<file path="src/hdl/strm_pkg.sv">
// Shared constants, types and helpers for the screen transition reveal mask
`timescale 1ns / 1ps

package strm_pkg;

   // Screen geometry
   localparam int SCREEN_WIDTH  = 128;
   localparam int SCREEN_HEIGHT = 160;
   localparam int CENTER_X      = SCREEN_WIDTH / 2;
   localparam int CENTER_Y      = SCREEN_HEIGHT / 2;

   // Pipeline depth, input register through output register
   localparam int PIPE_STAGES = 5;

   // Step counts per pattern
   localparam int WIPE_STEPS     = SCREEN_WIDTH;
   localparam int BLINDS_STEPS   = SCREEN_WIDTH / 8;
   localparam int DISSOLVE_STEPS = 80;
   localparam int CIRCLE_STEPS   = 120;
   localparam int DIAGONAL_STEPS = SCREEN_WIDTH + SCREEN_HEIGHT;
   localparam int CHECKER_STEPS  = 32;

   // Dissolve: 32x40 grid of 4x4 blocks, 17 picks per step, multiplier 997
   localparam int DISSOLVE_CELLS   = (SCREEN_WIDTH / 4) * (SCREEN_HEIGHT / 4);
   localparam int DISSOLVE_PER     = DISSOLVE_CELLS / DISSOLVE_STEPS + 1;
   // 997 * 493 = 1 mod 1280
   localparam int DISSOLVE_INVERSE = 493;

   // Checker: 16x20 grid of 8x8 tiles, 11 picks per step, multiplier 179
   localparam int CHECKER_CELLS   = (SCREEN_WIDTH / 8) * (SCREEN_HEIGHT / 8);
   localparam int CHECKER_PER     = CHECKER_CELLS / CHECKER_STEPS + 1;
   // 179 * 59 = 1 mod 320
   localparam int CHECKER_INVERSE = 59;

   // Circle: 14400 * d2 against 10496 * s^2
   localparam int CIRCLE_LHS_SCALE = CIRCLE_STEPS * CIRCLE_STEPS;
   localparam int CIRCLE_RHS_SCALE = CENTER_X * CENTER_X + CENTER_Y * CENTER_Y;

   // floor(q / 5) = (q * 3277) >> 14, exact for q below 4096
   localparam int DIV5_RECIP = 3277;
   localparam int DIV5_SHIFT = 14;

   // Pattern codes; 6 and 7 select an empty pattern
   typedef enum logic [2:0] {
      COLUMN_WIPE = 3'd0,
      BLINDS      = 3'd1,
      DISSOLVE    = 3'd2,
      CIRCLE      = 3'd3,
      DIAGONAL    = 3'd4,
      CHECKER     = 3'd5
   } kind_type;

   // Fields that ride along the whole pipeline
   typedef struct packed {
      kind_type    kind;
      logic [14:0] addr;
      logic        beyond;
      logic        last_step;
      logic        live;
      logic        simple_hit;
      logic [10:0] dis_lo;
      logic [8:0]  chk_lo;
   } tag_type;

   // First stage contents
   typedef struct packed {
      tag_type     tag;
      logic [6:0]  dx;
      logic [7:0]  dy;
      logic [6:0]  circ_step;
      logic [10:0] dis_cell;
      logic [8:0]  chk_cell;
   } front_type;

   // Third stage contents
   typedef struct packed {
      tag_type     tag;
      logic [28:0] lhs;
      logic [27:0] rhs_hi;
      logic [27:0] rhs_lo;
      logic [11:0] dis_q;
      logic [9:0]  dis_quot;
      logic [7:0]  dis_low;
      logic [8:0]  chk_q;
      logic [6:0]  chk_quot;
      logic [5:0]  chk_low;
   } arith_type;

   // Result register contents
   typedef struct packed {
      logic        copy_now;
      logic [14:0] source_address;
      logic        final_step;
      logic        beyond_end;
   } result_type;

   // Number of steps of a pattern
   function automatic logic [8:0] step_count(kind_type kind);
      logic [8:0] count;
      unique case (kind)
         COLUMN_WIPE: count = 9'(WIPE_STEPS);
         BLINDS:      count = 9'(BLINDS_STEPS);
         DISSOLVE:    count = 9'(DISSOLVE_STEPS);
         CIRCLE:      count = 9'(CIRCLE_STEPS);
         DIAGONAL:    count = 9'(DIAGONAL_STEPS);
         CHECKER:     count = 9'(CHECKER_STEPS);
         default:     count = 9'd0;
      endcase
      return count;
   endfunction

endpackage

</file>
<file path="src/hdl/strm_front.sv">
// Stage 1: step range checks, simple pattern matches, geometry for the arithmetic stages
`timescale 1ns / 1ps

module strm_front
   import strm_pkg::*;
(
   input  logic       clock,
   input  logic       load,
   input  kind_type   kind,
   input  logic [8:0] step,
   input  logic [6:0] col,
   input  logic [7:0] row,
   output front_type  front
);

   front_type   front_ff;
   front_type   front_in;
   logic [8:0]  count;
   logic [8:0]  diag_sum;
   logic [13:0] dis_lo_full;
   logic [12:0] chk_lo_full;

   // Step count, diagonal sum and pick window starts
   always_comb begin
      count = step_count(kind);
      diag_sum = {2'b00, col} + {1'b0, row};
      dis_lo_full = {5'b0, step} * 14'(DISSOLVE_PER);
      chk_lo_full = {4'b0, step} * 13'(CHECKER_PER);
   end

   always_comb begin
      front_in.tag.kind = kind;
      front_in.tag.addr = {row, col};
      front_in.tag.beyond = step >= count;
      front_in.tag.last_step = (count != 9'd0) && (step == count - 9'd1);
      front_in.tag.live = (step < count) && (row < 8'(SCREEN_HEIGHT));
      // Truncated window starts are only used while the step is in range
      front_in.tag.dis_lo = dis_lo_full[10:0];
      front_in.tag.chk_lo = chk_lo_full[8:0];

      // Patterns that need only a compare
      case (kind)
         COLUMN_WIPE: front_in.tag.simple_hit = ({2'b00, col} == step);
         BLINDS:      front_in.tag.simple_hit = ({5'b0, col[3:0]} == step);
         DIAGONAL:    front_in.tag.simple_hit = ({1'b0, diag_sum[8:1]} == step);
         default:     front_in.tag.simple_hit = 1'b0;
      endcase

      // Distance to the circle center
      front_in.dx = (col >= 7'(CENTER_X)) ? col - 7'(CENTER_X) : 7'(CENTER_X) - col;
      front_in.dy = (row >= 8'(CENTER_Y)) ? row - 8'(CENTER_Y) : 8'(CENTER_Y) - row;
      front_in.circ_step = step[6:0];

      // Block and tile indexes
      front_in.dis_cell = {row[7:2], col[6:2]};
      front_in.chk_cell = {row[7:3], col[6:3]};
   end

   always_ff @(posedge clock) begin
      if (load) begin
         front_ff <= front_in;
      end
   end

   assign front = front_ff;

endmodule

</file>
<file path="src/hdl/strm_arith.sv">
// Stages 2 and 3: squares and inverse products, then scaled circle terms and mod-5 quotients
`timescale 1ns / 1ps

module strm_arith
   import strm_pkg::*;
(
   input  logic      clock,
   input  logic      load_mul,
   input  logic      load_scale,
   input  front_type front,
   output arith_type arith
);

   // Stage 2 registers
   tag_type     tag2_ff;
   logic [12:0] dx2_ff;
   logic [14:0] dy2_ff;
   logic [14:0] sq_hi_ff;
   logic [13:0] sq_lo_ff;
   logic [19:0] dis_prod_ff;
   logic [14:0] chk_prod_ff;

   logic [12:0] dx2_in;
   logic [14:0] dy2_in;
   logic [14:0] sq_hi_in;
   logic [13:0] sq_lo_in;
   logic [19:0] dis_prod_in;
   logic [14:0] chk_prod_in;

   logic [7:0]  step_plus;
   logic [13:0] dx2_full;
   logic [15:0] dy2_full;
   logic [15:0] sq_hi_full;
   logic [13:0] sq_lo_full;

   // Stage 3 registers
   arith_type   arith_ff;
   arith_type   arith_in;

   logic [15:0] dist2;
   logic [29:0] lhs_full;
   logic [28:0] rhs_hi_full;
   logic [27:0] rhs_lo_full;
   logic [23:0] dis_quot_full;
   logic [20:0] chk_quot_full;

   // Squares for the ring test; mapping of cells back to their pick number
   always_comb begin
      step_plus = {1'b0, front.circ_step} + 8'd1;
      dx2_full = {7'b0, front.dx} * {7'b0, front.dx};
      dy2_full = {8'b0, front.dy} * {8'b0, front.dy};
      sq_hi_full = {8'b0, step_plus} * {8'b0, step_plus};
      sq_lo_full = {7'b0, front.circ_step} * {7'b0, front.circ_step};
      dx2_in = dx2_full[12:0];
      dy2_in = dy2_full[14:0];
      sq_hi_in = sq_hi_full[14:0];
      sq_lo_in = sq_lo_full;
      dis_prod_in = {9'b0, front.dis_cell} * 20'(DISSOLVE_INVERSE);
      chk_prod_in = {6'b0, front.chk_cell} * 15'(CHECKER_INVERSE);
   end

   always_ff @(posedge clock) begin
      if (load_mul) begin
         tag2_ff     <= front.tag;
         dx2_ff      <= dx2_in;
         dy2_ff      <= dy2_in;
         sq_hi_ff    <= sq_hi_in;
         sq_lo_ff    <= sq_lo_in;
         dis_prod_ff <= dis_prod_in;
         chk_prod_ff <= chk_prod_in;
      end
   end

   // Scaled ring bounds and quotients for the mod 1280 / mod 320 reduction
   always_comb begin
      dist2 = {3'b0, dx2_ff} + {1'b0, dy2_ff};
      lhs_full = {14'b0, dist2} * 30'(CIRCLE_LHS_SCALE);
      rhs_hi_full = {14'b0, sq_hi_ff} * 29'(CIRCLE_RHS_SCALE);
      rhs_lo_full = {14'b0, sq_lo_ff} * 28'(CIRCLE_RHS_SCALE);
      dis_quot_full = {12'b0, dis_prod_ff[19:8]} * 24'(DIV5_RECIP);
      chk_quot_full = {12'b0, chk_prod_ff[14:6]} * 21'(DIV5_RECIP);

      arith_in.tag = tag2_ff;
      arith_in.lhs = lhs_full[28:0];
      arith_in.rhs_hi = rhs_hi_full[27:0];
      arith_in.rhs_lo = rhs_lo_full;
      arith_in.dis_q = dis_prod_ff[19:8];
      arith_in.dis_quot = dis_quot_full[DIV5_SHIFT +: 10];
      arith_in.dis_low = dis_prod_ff[7:0];
      arith_in.chk_q = chk_prod_ff[14:6];
      arith_in.chk_quot = chk_quot_full[DIV5_SHIFT +: 7];
      arith_in.chk_low = chk_prod_ff[5:0];
   end

   always_ff @(posedge clock) begin
      if (load_scale) begin
         arith_ff <= arith_in;
      end
   end

   assign arith = arith_ff;

endmodule

</file>
<file path="src/hdl/strm_match.sv">
// Stages 4 and 5: ring compare and cell residues, then pick windows and the result register
`timescale 1ns / 1ps

module strm_match
   import strm_pkg::*;
(
   input  logic       clock,
   input  logic       load_resid,
   input  logic       load_out,
   input  arith_type  arith,
   output result_type result
);

   // Stage 4 registers
   tag_type     tag4_ff;
   logic        circle_hit_ff;
   logic [10:0] dis_res_ff;
   logic [8:0]  chk_res_ff;

   logic        circle_hit_in;
   logic [10:0] dis_res_in;
   logic [8:0]  chk_res_in;
   logic [11:0] dis_rem;
   logic [8:0]  chk_rem;

   // Stage 5 registers
   result_type  result_ff;
   result_type  result_in;

   logic [11:0] dis_lo;
   logic [11:0] dis_hi;
   logic [11:0] dis_a;
   logic [11:0] dis_b;
   logic [9:0]  chk_lo;
   logic [9:0]  chk_hi;
   logic [9:0]  chk_a;
   logic [9:0]  chk_b;
   logic        dis_hit;
   logic        chk_hit;
   logic        pattern_hit;

   // Ring test and remainders: v mod 1280 = (q mod 5) * 256 + low byte
   always_comb begin
      circle_hit_in = (arith.lhs <= {1'b0, arith.rhs_hi}) &&
                      (arith.lhs > {1'b0, arith.rhs_lo});
      dis_rem = arith.dis_q - ({arith.dis_quot, 2'b00} + {2'b00, arith.dis_quot});
      chk_rem = arith.chk_q - ({arith.chk_quot, 2'b00} + {2'b00, arith.chk_quot});
      dis_res_in = {dis_rem[2:0], arith.dis_low};
      chk_res_in = {chk_rem[2:0], arith.chk_low};
   end

   always_ff @(posedge clock) begin
      if (load_resid) begin
         tag4_ff       <= arith.tag;
         circle_hit_ff <= circle_hit_in;
         dis_res_ff    <= dis_res_in;
         chk_res_ff    <= chk_res_in;
      end
   end

   // Pick number is the residue or the residue plus one full wrap;
   // it must fall in the step's window of picks
   always_comb begin
      dis_lo = {1'b0, tag4_ff.dis_lo};
      dis_hi = dis_lo + 12'(DISSOLVE_PER - 1);
      dis_a = {1'b0, dis_res_ff};
      dis_b = dis_a + 12'(DISSOLVE_CELLS);
      dis_hit = ((dis_a >= dis_lo) && (dis_a <= dis_hi)) ||
                ((dis_b >= dis_lo) && (dis_b <= dis_hi));

      chk_lo = {1'b0, tag4_ff.chk_lo};
      chk_hi = chk_lo + 10'(CHECKER_PER - 1);
      chk_a = {1'b0, chk_res_ff};
      chk_b = chk_a + 10'(CHECKER_CELLS);
      chk_hit = ((chk_a >= chk_lo) && (chk_a <= chk_hi)) ||
                ((chk_b >= chk_lo) && (chk_b <= chk_hi));

      case (tag4_ff.kind) inside
         COLUMN_WIPE, BLINDS, DIAGONAL: pattern_hit = tag4_ff.simple_hit;
         DISSOLVE:                      pattern_hit = dis_hit;
         CIRCLE:                        pattern_hit = circle_hit_ff;
         CHECKER:                       pattern_hit = chk_hit;
         default:                       pattern_hit = 1'b0;
      endcase

      result_in.copy_now = tag4_ff.live && pattern_hit;
      result_in.source_address = tag4_ff.addr;
      result_in.final_step = tag4_ff.last_step;
      result_in.beyond_end = tag4_ff.beyond;
   end

   always_ff @(posedge clock) begin
      if (load_out) begin
         result_ff <= result_in;
      end
   end

   assign result = result_ff;

endmodule

</file>
<file path="src/hdl/screen_transition_reveal_mask.sv">
// Top level of the screen transition reveal mask pipeline
//
//   channel  direction  handshake                   payload
//   req      in         req_valid / req_stall       step_number, pixel_column, pixel_row
//   rsp      out        rsp_valid / rsp_stall       copy_now, source_address, final_step,
//                                                    beyond_end
//   csr      in         csr_write_enable            csr_write_data (pattern code)
//
// One request per cycle while req_stall is low; a result is offered once it reaches stage 5.
// The five register stages each advance when empty or when the next one moves, so
// bubbles close up under rsp_stall and req_stall rises only when every stage is full.
// Synchronous reset empties the pipeline and selects the column wipe pattern.
// The pattern code is sampled in stage 1 and travels with each request.
`timescale 1ns / 1ps

module screen_transition_reveal_mask
   import strm_pkg::*;
(
   input  logic        clock,
   input  logic        reset,

   input  logic        req_valid,
   output logic        req_stall,
   input  logic [8:0]  req_step_number,
   input  logic [6:0]  req_pixel_column,
   input  logic [7:0]  req_pixel_row,

   output logic        rsp_valid,
   input  logic        rsp_stall,
   output logic        rsp_copy_now,
   output logic [14:0] rsp_source_address,
   output logic        rsp_final_step,
   output logic        rsp_beyond_end,

   input  logic        csr_write_enable,
   input  logic [2:0]  csr_write_data
);

   kind_type                kind_ff;
   kind_type                kind_in;
   logic [PIPE_STAGES-1:0]  valid_ff;
   logic [PIPE_STAGES-1:0]  valid_in;
   logic [PIPE_STAGES-1:0]  stage_en;
   front_type               front;
   arith_type               arith;
   result_type              result;

   // Pattern register
   always_comb begin
      kind_in = csr_write_enable ? kind_type'(csr_write_data) : kind_ff;
   end

   always_ff @(posedge clock) begin
      if (reset) begin
         kind_ff <= COLUMN_WIPE;
      end else begin
         kind_ff <= kind_in;
      end
   end

   // Stage enables: a stage loads when it is empty or its successor moves
   always_comb begin
      stage_en[PIPE_STAGES-1] = !valid_ff[PIPE_STAGES-1] || !rsp_stall;
      for (int i = PIPE_STAGES - 2; i >= 0; i--) begin
         stage_en[i] = !valid_ff[i] || stage_en[i+1];
      end
   end

   // Valid bits follow the data
   always_comb begin
      valid_in[0] = stage_en[0] ? req_valid : valid_ff[0];
      for (int i = 1; i < PIPE_STAGES; i++) begin
         valid_in[i] = stage_en[i] ? valid_ff[i-1] : valid_ff[i];
      end
   end

   always_ff @(posedge clock) begin
      if (reset) begin
         valid_ff <= '0;
      end else begin
         valid_ff <= valid_in;
      end
   end

   strm_front u_front (
      .clock (clock),
      .load  (stage_en[0]),
      .kind  (kind_ff),
      .step  (req_step_number),
      .col   (req_pixel_column),
      .row   (req_pixel_row),
      .front (front)
   );

   strm_arith u_arith (
      .clock      (clock),
      .load_mul   (stage_en[1]),
      .load_scale (stage_en[2]),
      .front      (front),
      .arith      (arith)
   );

   strm_match u_match (
      .clock      (clock),
      .load_resid (stage_en[3]),
      .load_out   (stage_en[4]),
      .arith      (arith),
      .result     (result)
   );

   // Ports
   assign req_stall          = !stage_en[0];
   assign rsp_valid          = valid_ff[PIPE_STAGES-1];
   assign rsp_copy_now       = result.copy_now;
   assign rsp_source_address = result.source_address;
   assign rsp_final_step     = result.final_step;
   assign rsp_beyond_end     = result.beyond_end;

endmodule

</file>
<file path="config.mk">
export PLATFORM = sky130hd
export DESIGN_NAME = screen_transition_reveal_mask
export DESIGN_NICKNAME = d
export VERILOG_FILES = /design/src/hdl/strm_pkg.sv /design/src/hdl/strm_front.sv /design/src/hdl/strm_arith.sv /design/src/hdl/strm_match.sv /design/src/hdl/screen_transition_reveal_mask.sv
export SDC_FILE = /design/constraint.sdc
export NUM_CORES = 1
export LEC_CHECK = 0
export ABC_AREA = 1
export BUFFER_PORTS_ARGS = -buffer_cell sky130_fd_sc_hd__buf_2
export CAP_MARGIN = 30
export CORE_ASPECT_RATIO = 0.75
export CORE_MARGIN = 2
export CORE_UTILIZATION = 50
export DETAILED_ROUTE_END_ITERATION = 10
export PLACE_DENSITY_LB_ADDON = 0.08
export SLEW_MARGIN = 15
export SYNTH_ARGS = -nofsm -noshare
export SYNTH_HDL_FRONTEND = slang
export SYNTH_SLANG_ARGS = --single-unit
</file>
<file path="constraint.sdc">
create_clock -name clock -period 25 [get_ports clock]
set_input_delay 0 -clock clock [delete_from_list [all_inputs] [get_ports clock]]
set_output_delay 0 -clock clock [all_outputs]
set_load 0.02 [all_outputs]
</file>
## After elaboration in Yosys (flattened, before gate mapping)

Index checks and enable logic that the tools add are counted.

| operators by class | value |
|---|---|
| order comparisons | 15 |
| add/subtract/negate cells | 16 |
| equal/unequal tests | 14 |
| reductions and logical operators | 26 |
| multipliers | 13 |
| multiplexer cells | 8 |

Operators by type and width:

| cell | number |
|---|---|
| $pmux W9 S6 | 1 |
| $mul A8 B8 Y15 | 2 |
| $gt A29 B28 Y1 | 1 |
| $le A29 B28 Y1 | 1 |
| $mul A16 B8 Y23 const B | 1 |
| $mul A11 B9 Y20 const B | 1 |
| $mul A14 B6 Y20 const B | 1 |
| $mul A15 B6 Y20 const B | 1 |
| $ge A9 B9 Y1 | 2 |
| $mul A12 B12 Y17 const B | 1 |
| $mul A9 B12 Y17 const B | 1 |
| $add A13 B15 Y16 | 1 |
| $mul A9 B6 Y15 const B | 1 |
| $mul A7 B7 Y14 | 1 |
| $mul A7 B7 Y13 | 1 |
| $add A11 B11 Y12 const B | 1 |
| $add A11 B5 Y12 const B | 1 |
| $eq A3 B2 Y1 const B | 4 |
| $eq A3 B3 Y1 const B | 4 |
| $ge A12 B11 Y1 | 1 |
| $le A11 B12 Y1 | 1 |
| $le A12 B12 Y1 | 1 |
| $ge A11 B11 Y1 | 1 |
| $mul A9 B5 Y11 const B | 1 |
| other kinds (34) | 60 |

| storage, ports and cells | value |
|---|---|
| register bits | 438 |
| output and inout bits | 20 |
| input port bits | 32 |
| logic and storage cells | 157 |

## Depth between registers and ports, before layout

| depth | value |
|---|---|
| depth in word-level cells | 9 |
| gate-level depth with buffers | 28 |
| mapped depth without buffers | 28 |

## Modules after synthesis

Synthesis repeated with hierarchy kept, for this count alone.

| unflattened totals | value |
|---|---|
| cells, all modules | 3835 |
| area total of the unflattened synthesis | 37633.6 um^2 |

By module, submodules not included:

| module | area an instance (um^2) | cells an instance | seq. area each (um^2) | instances |
|---|---|---|---|---|
| strm_arith | 27490.1 | 2763 | 8558.2 | 1 |
| strm_match | 5868.1 | 607 | 2432.3 | 1 |
| strm_front | 3976.3 | 429 | 1711.6 | 1 |
| screen_transition_reveal_mask | 299.0 | 36 | 160.2 | 1 |

## Worst setup path after synthesis

Ideal clock, no wire load.

| timing | value |
|---|---|
| path kind | reg-to-reg |
| start point | register valid_ff[4] |
| end point | register u_front.front_ff, in the netlist u_front.front[0] (enable) |
| setup time | 0.412 ns |
| clock period less this slack | 9.609 ns |
| stages on the path, launching flop included | 10 |
| arrival time | 9.197 ns |
| path buffers | 0 |
| slack | 15.391 ns |
| required time | 24.588 ns |
| cell sequence | dfxtp_1 nand2_1 nor2_1 inv_1 nor2_1 inv_1 nor2_1 inv_1 nor2_1 inv_1 |

| on the way | value |
|---|---|
| word-level cells in the longest chain between the ends | 6 |

Ends and longest elaborated chain:

| element | line | RTL |
|---|---|---|
| start, declared | screen_transition_reveal_mask.sv:41 | `logic [PIPE_STAGES-1:0] valid_ff;` |
| start signal, assigned | screen_transition_reveal_mask.sv:81 | `valid_ff <= valid_in;` |
| $logic_not A1 Y1 | screen_transition_reveal_mask.sv:63 | `stage_en[PIPE_STAGES-1] = !valid_ff[PIPE_STAGES-1] \|\| !rsp_stall;` |
| $logic_or A1 B1 Y1 | screen_transition_reveal_mask.sv:63 |  |
| net u_match.load_out | strm_match.sv:9 | `input logic load_out,` |
| $logic_or A1 B1 Y1 | screen_transition_reveal_mask.sv:65 | `stage_en[i] = !valid_ff[i] \|\| stage_en[i+1];` |
| net u_match.load_resid | strm_match.sv:8 | `input logic load_resid,` |
| $logic_or A1 B1 Y1 | screen_transition_reveal_mask.sv:65 |  |
| net u_arith.load_scale | strm_arith.sv:9 | `input logic load_scale,` |
| $logic_or A1 B1 Y1 | screen_transition_reveal_mask.sv:65 |  |
| net u_arith.load_mul | strm_arith.sv:8 | `input logic load_mul,` |
| $logic_or A1 B1 Y1 | screen_transition_reveal_mask.sv:65 |  |
| end signal, assigned | strm_front.sv:61 | `front_ff <= front_in;` |
| end, declared | strm_front.sv:16 | `front_type front_ff;` |

The timed path passes the listed nets, and every way through them passes these cells.
A chain may end at the register's enable or synchronous reset.

## Worst setup path in the final report

| timing | value |
|---|---|
| start point | register u_front.front_ff, in the netlist u_front.front[20] |
| end point | register u_arith.sq_hi_ff[11], data pin |

| on the way | value |
|---|---|
| word-level cells in the longest chain between the ends | 2 |

Ends and longest elaborated chain:

| element | line | RTL |
|---|---|---|
| $add A7 B1 Y8 | strm_arith.sv:49 | `step_plus = {1'b0, front.circ_step} + 8'd1;` |
| $mul A8 B8 Y15 | strm_arith.sv:52 | `sq_hi_full = {8'b0, step_plus} * {8'b0, step_plus};` |
| net u_arith.sq_hi_full[11] | strm_arith.sv:33 | `logic [15:0] sq_hi_full;` |
| end signal, assigned | strm_arith.sv:67 | `sq_hi_ff <= sq_hi_in;` |
| end, declared | strm_arith.sv:18 | `logic [14:0] sq_hi_ff;` |

The timed path passes the listed nets, and every way through them passes these cells.

==> impl_metrics.ini <==
[setup_path]
slowest_stage = edfxtp_1
reg2reg_setup_slack_ns = 19.51
crit_required_ns = 25.34
crit_end = u_arith.sq_hi_ff[11]$_DFFE_PP_
r2r_cells = 19
cpPeakStageDelay_ns = 0.66
cp_common_cell = fa_1
endpoint_kind = flop
startpoint = u_front.front[20]$_DFFE_PN_
r2r_end = u_arith.sq_hi_ff[11]$_DFFE_PP_
path_max_fanout = 16
worstReg2RegStart = u_front.front[20]$_DFFE_PN_
worstSetupPathType = flop to flop
cp_cell_sequence = ha_1 -> nand2_1 -> inv_2 -> nand2_1 -> nor2_2 -> xor2_2 -> nor2_1 -> fa_1 -> fa_1 -> inv_1 -> fa_1 -> fa_1 -> inv_1 -> ha_1 -> nand2_1 -> o21ai_0 -> a21oi_1 -> o211a_1 -> xor2_1
start_kind = flop
arrival_ns = 5.83

[yosys]
ys.flop_type = edfxtp_1
synth-edff-count = 381
synth_compound_area_share_pct = 6.12
yosysWarnings = 0
syn_area_um2 = 33600
synth_top_family_by_area = adder cells
ys_ff_latch = 389
syn_inst = 3333
async_flop_share_pct = 0
synthDistinctLibCells = 59
synth_mux_area_share_pct = 0.0967
synthXorXnorAreaFrac_pct = 5.76
ys_seq_area_share_pct = 34.5
synth_fa_ha_area_share_pct = 34.9
yosys.area_share.simple_pct = 10.2
synth_area_per_cell_um2 = 10.1

[floorplanning]
io_pins = 52
core_area_um2 = 66700
start_util_pct = 50.4
dieWidth_um = 303
die_area_um2 = 69400
die_height_um = 229
std_cell_rows = 82

[status]
outcome = finished, final reports clean

[sta]
tightest_slew_ns = 0.984
setup_viol = 0
setup-tns-final_ns = 0
hold_viol_final = 0
finalCritPeriodShare_pct = 22.0
clock-skew-final_ns = 0.0188
report.final.slew_viol_count = 0
maxSlewHeadroom_pct = 33.9
min_period_ns = 5.49
rsz0062_at_grt = false
fmax_mhz = 182

[detailed_routing]
vias = 22400
totalWireLength_um = 73000
ant_nets = 0
post_drt_wl_per_cell_um = 16.7
drc = 0
via_per_inst = 5.11
drt_iter0_markers = 1580
first_pass_iters = 6

[global_routing]
grt_pass1_vias = 22900
grt.total_usage_pct = 22.0
grt_max_degree = 73
grt.overflow.total = 0
grt_pass1_wl_um = 120000
antenna_found_initial = 2

[cts]
postCtsSetupBuffers = 0
clk_latency_ns = 0.59
cts_tree = yes
cts.sinks = 389
clk_path_buf_depth = 3
cts_buffers = 43
htreeDepth = 2
cts_resized = 0
path_clk_slew_ns = 0.06
cts_root_buf = clkbuf_16

[final_layout]
drive_gt1_share_pct = 5.19
area_growth_pct = 9.35
final_nets = 4286

[placement]
port_buffers = 51
hpwl_um = 58600
globalplace.congestion = 0.890

[job]
cap_viol_max_count = 0

[hold_path]
worstHoldPathType = primary input to flop
min_path_cells = 3
==> cell type report <==
type                    count  area, um^2
diodes                      2        5.00
clock buffers              49        1100
clock inverters            29         364
fillers                  5934       29900
inverters                 732        2750
multi-input cells        2199       19200
flip-flops and latches    389       11600
well taps                 882        1100
repair buffers             89         633
==> cells in the mapped netlist, drive strengths merged (13+ instances only) <==
library cell	number	share of area, %
a21o	18	0.41
a21oi	176	2.7
clkbuf	18	0.20
edfxtp	381	34
fa	228	14
ha	572	21
inv	732	8.2
nand2	488	5.6
nand3	112	1.7
nand4	25	0.47
nor2	153	1.7
nor3	23	0.36
o2111ai	13	0.34
o21ai	83	1.3
xnor2	61	1.6
xor2	151	4.2
==> timing repair <==
| item | 4_1_cts | 5_1_grt |
|---|---|---|
| hold buffers | 32 | 0 |
| endpoints found under the setup margin | 0 | 0 |
| hold endpoints to repair | 48 | 0 |
==> cells by family (layout without fill, tap and decap cells) <==
family | after synthesis | after routing
AO/OA/AOI/OAI | 350 | 350
XOR/XNOR | 212 | 212
adder cells (fa/ha/maj) | 800 | 800
buffers and inverters | 755 | 899
flip-flops | 389 | 389
multiplexers | 3 | 3
other | 2 | 14
AND/OR/NAND/NOR | 822 | 822
==> metal layers <==
metal	up-vias	track usage (%)	wire (um)	part of all wire (%)
met5	-	0	0	0
li1	11200	-	-	-
met4	0	4.29	1090	1.5
met1	10700	36.3	39700	54
met3	70	3.25	3820	5.2
met2	414	30.1	28500	39
==> critical path, delay by kind of cell (launching register included) <==
family / cells / cell delay [ns]
buf+inv: 3 / 0.19
fa+ha+maj: 6 / 2.83
xor+xnor: 2 / 0.44
flops: 1 / 0.66
compound gates: 3 / 0.60
simple gates: 5 / 0.52
==> placed cells by master, fill, tap and decap left out, drive strengths merged, types with 2 or more instances in the layout <==
cell type and count:
nor3 23, and2 3, nand2 488, conb 12, nor4 5, a31oi 4
o221ai 3, inv 735, bufinv 7, ha 572, clkbuf 49, o21a 11
or2 5, o21bai 11, fa 228, diode 2, nor2 153, mux2 2
dlygate4sd3 32, a211oi 8, xor2 151, a21o 18, nand3 112, edfxtp 381
o31ai 7, a21boi 6, o211ai 4, dfxtp 8, xnor2 61, clkinv 16
o2111ai 13, clkinvlp 3, a21oi 176, buf 57, o21ai 83, nand4 25
nand3b 5
==> sequential cells by signal, indices dropped and copies added, names as in the netlist, 13 cells and up <==
register / flops
u_arith.sq_lo_ff: 13
u_match.result: 18
u_arith.dy2_ff: 14
u_arith.sq_hi_ff: 14
u_match.result_in: 15
u_arith.chk_prod_ff: 15
u_front.front: 57
u_arith.dis_prod_ff: 19
u_arith.arith: 124
u_arith.arith_in: 36
==> worst min path at each step <==
stage / startpoint / to / slack [ns]
after floorplan: req_pixel_column[3] / u_front.front[0]$_DFFE_PN_ / 0.1
after global placement: req_pixel_row[0] / u_front.front[27]$_DFFE_PN_ / 0.28
after detailed placement: req_pixel_row[0] / u_front.front[27]$_DFFE_PN_ / 0.27
after CTS: req_step_number[8] / u_front.front[64]$_DFFE_PN_ / 0.01
after global routing: rsp_stall / u_match.result[3]$_DFFE_PP_ / 0.04
final: rsp_stall / u_match.result[17]$_DFFE_PP_ / 0.04
==> metrics by stage <==
step           hold WS, ns  instance area [um^2]  instances  util (%)  setup slack (ns)
5_1_grt             0.0423                 36800       4371      55.1             19.12
4_1_cts             0.0114                 36700       4368      55.1             19.49
2_1_floorplan       0.0989                 33700       3343         -             15.39
6_report            0.0378                 36800       4371      55.1             19.51
3_5_place_dp         0.271                 35000       4258      52.4             19.54
3_3_place_gp         0.280                 35000       4258      52.4             19.60
Power is left out: the tool's default activity adds up to more than one toggle a clock period on the data nets, which glitch-free logic cannot reach.
